[src/design/rwar_pkg.sv]
// Shared types and constants for the reorder window ACK receiver.
// Holds packet and result layouts, command and result kind codes, and cell control types.
// Depends on nothing; every other design file refers to it by scoped names.
package rwar_pkg;

	localparam int DEF_WINDOW_DEPTH = 32;
	localparam int MAX_PAYLOAD      = 1012;

	// Packet type codes on the command field.
	localparam logic [2:0] CMD_QUERY   = 3'd0;
	localparam logic [2:0] CMD_ACK     = 3'd1;
	localparam logic [2:0] CMD_DATA    = 3'd2;
	localparam logic [2:0] CMD_FIN     = 3'd3;
	localparam logic [2:0] CMD_FIN_ACK = 3'd4;
	localparam logic [2:0] CMD_BAD     = 3'd5;
	localparam logic [2:0] CMD_MSG     = 3'd6;

	// Result kind codes.
	localparam logic [2:0] KIND_ACK     = 3'd0;
	localparam logic [2:0] KIND_FIN_ACK = 3'd1;
	localparam logic [2:0] KIND_MISSING = 3'd2;
	localparam logic [2:0] KIND_SIZE    = 3'd3;
	localparam logic [2:0] KIND_UNEXP   = 3'd4;
	localparam logic [2:0] KIND_FULL    = 3'd5;
	localparam logic [2:0] KIND_IGNORED = 3'd6;

	typedef struct packed {
		logic [2:0]  command;
		logic [31:0] seq_offset;
		logic [9:0]  payload_len;
		logic [7:0]  buffer_tag;
	} item_t;

	typedef struct packed {
		logic [2:0]  kind;
		logic [31:0] ack_number;
		logic        deliver;
		logic [7:0]  deliver_tag;
		logic [9:0]  deliver_len;
		logic [31:0] file_size;
		logic        last;
	} result_t;

	// One held early packet.
	typedef struct packed {
		logic [31:0] offset;
		logic [9:0]  len;
		logic [7:0]  tag;
	} entry_t;

	typedef struct packed {
		logic insert;
		logic shift;
	} cell_ctl_t;

	typedef struct packed {
		logic tok;
		logic hit;
		logic gt;
		logic le;
		logic dup;
	} cell_stat_t;

endpackage

[src/design/rwar_cell.sv]
// One cell of the held-packet chain: stores one early packet and runs one step of the
// in-order scan wave. Depends on rwar_pkg for the entry, control and status types.
module rwar_cell (
	input  logic                clk,
	input  logic                arst_n,
	input  logic                valid,
	input  rwar_pkg::cell_ctl_t ctl,
	input  rwar_pkg::entry_t    new_entry,
	input  rwar_pkg::entry_t    left_entry,
	input  logic                left_gt,
	input  logic                left_le,
	input  rwar_pkg::entry_t    right_entry,
	input  logic                prev_tok,
	input  logic [31:0]         prev_exp,
	output rwar_pkg::entry_t    entry,
	output rwar_pkg::cell_stat_t stat,
	output logic [31:0]         run_exp
);

	rwar_pkg::entry_t entry_q;
	logic             tok_q;
	logic             hit_q;
	logic [31:0]      exp_q;
	logic             gt;
	logic             le;
	logic             dup;
	logic             hit;
	logic [31:0]      exp_nxt;

	assign gt  = valid && (entry_q.offset > new_entry.offset);
	assign le  = valid && (entry_q.offset < new_entry.offset);
	assign dup = valid && (entry_q.offset == new_entry.offset);

	// The scan token carries the running expected offset one cell per cycle.
	assign hit     = prev_tok && valid && (entry_q.offset == prev_exp);
	assign exp_nxt = hit ? prev_exp + 32'(entry_q.len) : prev_exp;

	always_ff @(posedge clk or negedge arst_n) begin
		if (!arst_n) begin
			tok_q <= 1'b0;
			hit_q <= 1'b0;
		end else begin
			tok_q <= prev_tok && valid;
			hit_q <= hit;
		end
	end

	// Sorted insert moves larger entries one cell to the right; purge moves all left.
	always_ff @(posedge clk) begin
		exp_q <= exp_nxt;
		if (ctl.insert) begin
			if (left_gt) begin
				entry_q <= left_entry;
			end else if (left_le && !le) begin
				entry_q <= new_entry;
			end
		end else if (ctl.shift) begin
			entry_q <= right_entry;
		end
	end

	assign entry   = entry_q;
	assign run_exp = exp_q;
	assign stat    = '{tok: tok_q, hit: hit_q, gt: gt, le: le, dup: dup};

endmodule
[config.mk]
export PLATFORM = sky130hd
export DESIGN_NAME = rwar_cell
export DESIGN_NICKNAME = d
export VERILOG_FILES = /design/src/design/rwar_pkg.sv /design/src/design/rwar_cell.sv
export SDC_FILE = /design/constraint.sdc
export NUM_CORES = 1
export LEC_CHECK = 0
export BUFFER_PORTS_ARGS = -buffer_cell sky130_fd_sc_hd__buf_2
export CORE_ASPECT_RATIO = 1.2
export CORE_MARGIN = 5
export CORE_UTILIZATION = 30
export DETAILED_ROUTE_END_ITERATION = 16
export MAX_ROUTING_LAYER = met4
export PLACE_DENSITY = 0.61
export SLEW_MARGIN = 10
export SYNTH_ARGS = -nofsm -noshare
export SYNTH_HDL_FRONTEND = slang
export SYNTH_SLANG_ARGS = --single-unit
[constraint.sdc]
create_clock -name clk -period 6.8 [get_ports clk]
set_clock_uncertainty 0.1 [all_clocks]
set_input_delay 1.02 -clock clk [delete_from_list [all_inputs] [get_ports clk]]
set_output_delay 1.02 -clock clk [all_outputs]
set_load 0.005 [all_outputs]
==> results of run 1 <==
[synth_stat cells, drive strengths merged (4+ instances only)]
library cell and n:
nor2 60, mux2i 50, nor2b 5, nor4b 4, nand3 9, clkbuf 13, edfxtp 50, nand4 20
o21ai 13, a21oi 70, xor2 25, ha 42, dfxtp 32, nand2 22, a21o 7, mux2 4
buf 14, nor3 12, nor4 4, xnor2 37, inv 40, nor3b 5
[logic make-up (layout without fill, tap and decap cells)]
group	count (synthesis)	after routing	share of synthesized area
simple gates	149	149	0.140
xor+xnor	62	62	0.100
buf+inv	67	335	0.0520
mux	54	54	0.101
fa+ha+maj	43	43	0.101
compound gates	100	100	0.101
flops	84	84	0.405
[final cells by class]
class | count | area (µm²)
Fill cell | 1788 | 10400
Multi-Input combinational cell | 408 | 2950
Sequential cell | 84 | 2190
Timing Repair Buffer | 279 | 1410
Tap cell | 220 | 275
Clock buffer | 11 | 233
Inverter | 40 | 150
Clock inverter | 5 | 28.8
[state kept, by name (all words and copies together), names as in the netlist]
name,cells
run_exp,32
hit_q,1
tok_q,1
entry,50
[metrics by stage]
stage	instance area, µm²	power (W)	instances	utilization	worst slack, ns
floorplan	5410	0.000826	559	-	1.27
global placement	6980	0.000999	1031	0.396	2.40
detailed placement	6980	0.00100	1031	0.396	2.26
CTS	7240	0.00145	1047	0.410	2.52
global route	7240	0.00152	1047	0.410	2.41
finish	7240	0.00143	1047	0.410	2.56
[path summary, 6_finish.rpt]
check,startpoint,end,depth (start not counted)
setup / recovery,new_entry[49],stat[2],9
hold / removal,arst_n,tok_q$_DFF_PN0_,1
setup reg to reg,entry[49]$_DFFE_PP_,entry[29]$_DFFE_PP_,7
hold reg to reg,entry[8]$_DFFE_PP_,run_exp[0]$_DFF_P_,2
max in group asynchronous,arst_n,hit_q$_DFF_PN0_,1
min in group clk,entry[8]$_DFFE_PP_,run_exp[0]$_DFF_P_,2
[layer usage]
metal  global-route usage  share of wire  vias to the layer above
met5                    -              0                        -
met4               0.0584          0.018                        0
met3               0.0237          0.040                       22
met2                0.302           0.51                      142
met1                0.209           0.43                     2200
li1                     -              -                     2508
[power breakdown]
group / switching [W] / internal [W]
Clock: 0.000201 / 0.000245
Sequential: 0.0000376 / 0.000592
Combinational: 0.000188 / 0.000168
Total: 0.000426 / 0.00101
==> results.cfg, run 1 <==
[synthesis]
ys_seq_elements = 84
synth_edf_count = 50
yosysUniqueCellTypes = 45
netlist_instances = 559
yosys.area.top_type = edfxtp_1
yosysSeqAreaShare = 0.405
synth_top_area_frac = 0.277
syn_nets = 792
yosys_warnings = 0
synth-async-reset-ratio = 0.0238
avgSynthCellArea_um2 = 9.68
ys_top_cells_by_area = edfxtp_1 (28%), dfxtp_1 (12%), ha_1 (9.7%)
synth_ff_type = edfxtp_1
synth.cell_area_um2 = 5410

[timing]
setup_viol = 0
timing.hold.ws_ns = 0.352
period_share = 0.624
fin_crit_ns = 4.24
fmax_ghz = 0.236
maxSlewHeadroom = 0.234
tightest_slew_ns = 1.15
rsz0062_at_grt = no
fin_tns_setup_ns = 0
hold_violations = 0
drv_slew = 0

[routing]
drc = 0
dr.pass1.iters = 5
via_per_inst = 4.65
wl_per_cell_um = 17.2
first_iter_violations = 188
num_vias = 4872
ant_nets = 0
totalWireLength_um = 18100

[die]
start_util = 0.307
die_w_um = 133
io_pins = 277
coreArea_um2 = 17600
die_height_um = 157
fp.dieArea_um2 = 20800
core.rowCount = 53

[cts]
clkTransAtPathRegs_ns = 0.06
numCtsBuffers = 9
hold_buffers = 0
cts_resized = 0
postCtsSetupBuffers = 0
cts_max_path_buffers = 2
clock_sinks = 84
cts_max_level = 3
clkLatencyLatePin_ns = 0.34
cts-root-buf = clkbuf_16
cts_tree = built

[outcome]
status = finished, final reports clean

[grt]
antenna_found_initial = 0
grt_start_max_net_pins = 101
grt_pass1_vias = 5094
grt_pass1_wl_um = 27100
grt-ovfl-total = 0
grt_usage = 0.174

[setup_path]
path_class = in2out
cp_data_arrival_time_ns = 3.12
start_kind = input port
cp_num_buf_inv = 3
path_cells = buf_2 -> inv_1 -> ha_1 -> nand4_1 -> nor4_1 -> o311ai_0 -> and4b_1 -> nor2_1 -> buf_2
path_common_cell = buf_2
endpoint_kind = output pin
crit_family = simple AND/OR/NAND/NOR gates
cp.required_ns = 5.68
worst-path-max-fanout = 3
crit_slowest_cell = nor4_1
max_stage_delay_ns = 0.49
rrSetupSlack_ns = 3.02

[placed_design]
io_buffers = 276
place_congestion = 0.839
hpwlAfterDp_um = 15300

[power_and_ir_drop]
cellLeakagePower_nw = 3.52
vdd_drop_max_v = 0.000111
p_per_area_nw_per_um2 = 198

[hold_path]
min_path_type = in2async

[run]
drv_cap = 0

[final_layout]
diodes = 0
area_growth_pct = 33.7
layout_common_cells = buf_2 (275), a21oi_1 (70), nor2_1 (60)
final_common_cell = buf_2
layout.nets = 1055
layout-drive-gt1-share = 0.368
No activity file was read; power rests on OpenSTA's default activity.
==> inputs of run 2 (changes only) <==
==> constraint.sdc (replaced) <==
create_clock -name clk -period 4.05 [get_ports clk]
set_clock_uncertainty 0.1 [all_clocks]
set_input_delay 0.6075 -clock clk [delete_from_list [all_inputs] [get_ports clk]]
set_output_delay 0.6075 -clock clk [all_outputs]
set_load 0.005 [all_outputs]
==> run 2 against run 1 <==
Design area up 0.78%. Wire length rose by 1.1%. Core utilization rose by 0.32 points. First-iteration DRC count rose by 10%. Sequential power up 67%. Clock power up 79%. Flip-flop and latch count unchanged. Worst hold slack gained 0.049 ns. Critical path depth is 2 lower. Largest cell class unchanged. Register-to-register slack worse by 2.0 ns. Highest routed layer unchanged. Critical endpoint is now stat[1].
==> results.cfg, run 2 (same netlist as run 1, synthesis figures left out) <==
[power_and_ir_drop]
vdd_drop_max_v = 0.000174
finalPower_w = 0.00245
p_per_area_nw_per_um2 = 336
cellLeakagePower_nw = 3.55

[routing]
drc = 0
ant_nets = 0
wl_met3_um = 861
via_per_inst = 4.66
highest_layer = met4
dr.pass1.iters = 4
wl_met1_um = 7800
num_vias = 4900
first_iter_violations = 207
totalWireLength_um = 18300
met2WireLength_um = 9280
wl_per_cell_um = 17.4

[final_layout]
layout_common_cells = buf_2 (275), a21oi_1 (70), nor2_1 (60)
layout.nets = 1059
layout-drive-gt1-share = 0.371
area_growth_pct = 34.8
layoutNonFillerInstCount = 1052
fin_util = 0.414
largest_reg_flops = 50
final_common_cell = buf_2

[die]
io_pins = 277
die_height_um = 157
fp.dieArea_um2 = 20800
start_util = 0.307
die_w_um = 133
core.rowCount = 53
coreArea_um2 = 17600

[timing]
fin_tns_setup_ns = 0
rsz0062_at_grt = no
maxSlewHeadroom = 0.430
setup_viol = 0
tightest_slew_ns = 0.855
setup_slack_ns = 0.777
hold_violations = 0
drv_slew = 0
fin_crit_ns = 3.27
period_share = 0.808
fmax_ghz = 0.306

[setup_path]
start_kind = register
max_stage_delay_ns = 0.46
crit_slowest_cell = edfxtp_1
cp_data_arrival_time_ns = 2.57
endpoint_kind = output pin
cp_num_buf_inv = 1
path_cells = ha_1 -> nand4_1 -> nor4_1 -> o311ai_0 -> and4b_1 -> and2_1 -> buf_2
cp.required_ns = 3.34
worst-path-max-fanout = 3
path_class = reg2out
crit_family = simple AND/OR/NAND/NOR gates

[cts]
cts_max_level = 3
cts_max_path_buffers = 2
clkTransAtPathRegs_ns = 0.06
postCtsSetupBuffers = 0
cts_tree = built
clock_sinks = 84
numCtsBuffers = 9
clkLatencyLatePin_ns = 0.34
cts-root-buf = clkbuf_16

[grt]
grt_usage = 0.173
antenna_found_initial = 1
grt_start_max_net_pins = 65
grt_pass1_wl_um = 27000
grt_pass1_vias = 5010
grt-ovfl-total = 0

[placed_design]
hpwlAfterDp_um = 15400
place_congestion = 0.853
place_ws_ns = 0.663
io_buffers = 276
placed_cells = 1034

[outcome]
status = finished, final reports clean

[run]
drv_cap = 0

[hold_path]
min_path_type = in2reg
## run 2: area by class of cell
class                           count  area (µm²)
Fill cell                        1826       10300
Inverter                           40         150
Multi-Input combinational cell    408        2950
Clock inverter                      3        17.5
Sequential cell                    84        2190
Timing Repair Buffer              283        1440
Antenna cell                        1        2.50
Clock buffer                       13         265
Tap cell                          220         275
## run 2: layer usage
layer / track usage / up-vias
met4: 0.0475 / 0
met2: 0.299 / 145
met5: - / -
met1: 0.206 / 2221
met3: 0.0355 / 22
li1: - / 2512
## run 2: worst register-to-register path, delay by kind of cell, from the launching register on
kind,cells,cell delay (ns)
flops,1,0.46
simple gates,3,0.90
fa+ha+maj,1,0.36
buf+inv,1,0.44
compound gates,2,0.39
## run 2: final timing paths
kind                                      from                   to  slack (ns)  cells past startpoint
max                        entry[49]$_DFFE_PP_              stat[1]        0.78                      7
min                               prev_exp[31]  run_exp[31]$_DFF_P_        0.40                      2
max reg2reg                entry[49]$_DFFE_PP_  entry[16]$_DFFE_PP_        1.00                      7
min reg2reg                 entry[8]$_DFFE_PP_   run_exp[0]$_DFF_P_        0.55                      2
max in group asynchronous               arst_n      tok_q$_DFF_PN0_        3.26                      2
min in group asynchronous               arst_n      hit_q$_DFF_PN0_        0.49                      2
## run 2: power by group
part	switching, W	leakage, nW	internal [W]
Sequential	0.0000598	0.786	0.000993
Combinational	0.000316	2.62	0.000287
Clock	0.000338	0.143	0.000460
Total	0.000713	3.55	0.00174
## run 2: timing repair
| item | 4_1_cts | 5_1_grt |
|---|---|---|
| endpoints found under the setup margin | 0 | 0 |
| endpoints found under the hold margin | 2 | 0 |
| gates resized for setup | 0 | 0 |
| hold buffers | 1 | 0 |
## run 2: metrics by stage
step,instance area [µm²],hold WS [ns]
2_1_floorplan,5420,0.212
3_3_place_gp,7000,0.294
3_5_place_dp,7000,0.293
4_1_cts,7290,0.391
5_1_grt,7300,0.397
6_report,7300,0.401
==> inputs of run 3 (changes only) <==
--- a/config.mk
+++ b/config.mk
@@ -5,13 +5,14 @@
 export SDC_FILE = /design/constraint.sdc
 export NUM_CORES = 1
 export LEC_CHECK = 0
+export ABC_AREA = 1
 export BUFFER_PORTS_ARGS = -buffer_cell sky130_fd_sc_hd__buf_2
 export CORE_ASPECT_RATIO = 1.2
 export CORE_MARGIN = 5
 export CORE_UTILIZATION = 30
 export DETAILED_ROUTE_END_ITERATION = 16
 export MAX_ROUTING_LAYER = met4
-export PLACE_DENSITY = 0.61
+export PLACE_DENSITY = 0.58
 export SLEW_MARGIN = 10
 export SYNTH_ARGS = -nofsm -noshare
 export SYNTH_HDL_FRONTEND = slang
==> constraint.sdc (replaced) <==
create_clock -name clk -period 3.2 [get_ports clk]
set_clock_uncertainty 0.1 [all_clocks]
set_input_delay 0.48 -clock clk [delete_from_list [all_inputs] [get_ports clk]]
set_output_delay 0.48 -clock clk [all_outputs]
set_load 0.005 [all_outputs]
==> run 3 against run 2 <==
Global-route usage rose by 2.9 points. Synthesized area rose by 21%. Clock-buffer cell count shrank 4. Worst setup slack worse by 0.30 ns. Critical path depth is 2 higher. Register-to-register slack worse by 0.42 ns. Power rose by 35%. Die area rose by 19%. Critical path type unchanged.
==> results.cfg, run 3 <==
[routing]
ant_nets = 0
wl_per_cell_um = 16.7
num_vias = 7074
drc = 0
via_per_inst = 4.74
dr.pass1.iters = 5
totalWireLength_um = 25000
first_iter_violations = 459

[timing]
maxSlewHeadroom = 0.603
setup_viol = 0
period_share = 0.850
timing.hold.ws_ns = 0.276
rsz0062_at_grt = no
fmax_ghz = 0.368
fin_crit_ns = 2.72
tightest_slew_ns = 0.590
drv_slew = 0
hold_violations = 0
fin_tns_setup_ns = 0

[die]
coreArea_um2 = 21600
die_w_um = 145
io_pins = 277
die_height_um = 172
start_util = 0.303
core.rowCount = 59
fp.dieArea_um2 = 24900

[synthesis]
synth.cell_area_um2 = 6540
avgSynthCellArea_um2 = 6.84
yosys_warnings = 0
yosysSeqAreaShare = 0.335
synth_edf_count = 50
yosysUniqueCellTypes = 40
ys_top_cells_by_area = edfxtp_1 (23%), nand2_1 (16%), dfxtp_1 (9.8%)
yosys.area.top_type = edfxtp_1
synth_ff_type = edfxtp_1
synth_most_common_cell = nand2_1
netlist_top_cells_count = nand2_1 (284), o21ai_0 (115), nor2_1 (107)
synth-async-reset-ratio = 0.0238
syn_nets = 1188
ys_seq_elements = 84
netlist_instances = 955
synth_top_area_frac = 0.230

[setup_path]
cp_data_arrival_time_ns = 2.14
cp.required_ns = 2.62
ff2ff_path_depth = 10
cp-endpoint = stat[1]
path_class = reg2out
rrSetupSlack_ns = 0.58
startpoint = entry[49]$_DFFE_PP_
endpoint_kind = output pin
worst-path-max-fanout = 5
start_kind = register
r2r_end = entry[15]$_DFFE_PP_
r2r-start = entry[49]$_DFFE_PP_

[final_layout]
fin_util = 0.391
layout.nets = 1444
finalInstanceArea_um2 = 8440
final_common_cell = nand2_1
layout_common_cells = nand2_1 (284), buf_2 (276), o21ai_0 (115)
layout-drive-gt1-share = 0.269
area_growth_pct = 29.1
largest_reg_flops = 50

[power_and_ir_drop]
clkPwrFrac = 0.319
vdd_drop_max_v = 0.000233
cellLeakagePower_nw = 4.34
p_per_area_nw_per_um2 = 392
p_int_w = 0.00223
switching_share = 0.326
seqPwrFrac = 0.404
switchingPower_w = 0.00108
combPwrFrac = 0.277

[grt]
grt_pass1_wl_um = 37200
grt_pass1_vias = 7016
grt_start_max_net_pins = 51
antenna_found_initial = 3
grt-ovfl-total = 0
grt_usage = 0.202

[cts]
cts_tree = built
clkTransAtPathRegs_ns = 0.07
cts-root-buf = clkbuf_16
cts_max_path_buffers = 2
numCtsBuffers = 9
clkLatencyLatePin_ns = 0.35
cts_max_level = 3
clock_sinks = 84

[placed_design]
hpwlAfterDp_um = 20800
io_buffers = 276
place_congestion = 0.928
placed_area_um2 = 8130

[hold_path]
min_path_type = in2reg
min_path_cells = 3

[run]
drv_cap = 0

[outcome]
status = finished, final reports clean
[run 3: how the worst min path moves through the flow]
stage               startpoint             endpoint  slack, ns
2_1_floorplan           arst_n      hit_q$_DFF_PN0_       0.08
3_3_place_gp            arst_n      tok_q$_DFF_PN0_       0.18
3_5_place_dp            arst_n      tok_q$_DFF_PN0_       0.18
4_1_cts            prev_exp[0]   run_exp[0]$_DFF_P_       0.27
5_1_grt        right_entry[18]  entry[18]$_DFFE_PP_       0.30
6_report           prev_exp[0]   run_exp[0]$_DFF_P_       0.28
[run 3: kinds of logic (layout without fill, tap and decap cells)]
kind of cell / Yosys count / in the layout / synth area share
compound gates: 157 / 157 / 0.125
xor+xnor: 30 / 30 / 0.0413
fa+ha+maj: 43 / 43 / 0.0835
buf+inv: 144 / 405 / 0.0930
flops: 84 / 84 / 0.335
other cells: 0 / 3 / 0
simple gates: 497 / 497 / 0.321
[run 3: area by class of cell]
type | instances | area, µm²
multi-input combinational | 727 | 3750
timing repair buffer | 284 | 1460
sequential | 84 | 2190
clock buffer | 9 | 225
tap | 274 | 343
inverter | 105 | 397
antenna | 3 | 7.51
clock inverter | 7 | 67.6
fill | 2336 | 13100
[run 3: critical path: stages, from the launching register on]
cell      delay (ns)
edfxtp_1        0.46
ha_1            0.33
nand2_1         0.07
nor2_1          0.14
nand2_1         0.11
nor3b_1         0.30
nand2_1         0.11
nand3_1         0.09
inv_1           0.05
buf_2           0.13
[run 3: timing repair]
| action | in CTS | in global routing |
|---|---|---|
| buffers inserted | 0 | 0 |
| hold endpoints to repair | 2 | 0 |
| gates resized for setup | 0 | 0 |
| hold buffers | 1 | 0 |
[run 3: per-stage QoR]
step	worst slack, ns	instances	power (W)
after global routing	0.191	1493	0.00350
after detailed placement	0.416	1473	0.00228
after global placement	0.451	1473	0.00227
final	0.480	1493	0.00331
after floorplan	0.324	955	0.00185
after CTS	0.435	1490	0.00334
[run 3: power by group through the flow]
stage	clock network [W]	logic, W	registers (W)
3_5_place_dp	0	0.000921	0.00136
4_1_cts	0.00107	0.000926	0.00134
5_1_grt	0.00112	0.00103	0.00135
3_3_place_gp	0	0.000915	0.00136
2_1_floorplan	0	0.000511	0.00134
6_report	0.00106	0.000916	0.00134
[run 3: layer usage]
metal	share of wire	track usage
met5	0	-
met4	0.025	0.0734
met3	0.058	0.0267
met2	0.50	0.348
met1	0.41	0.241
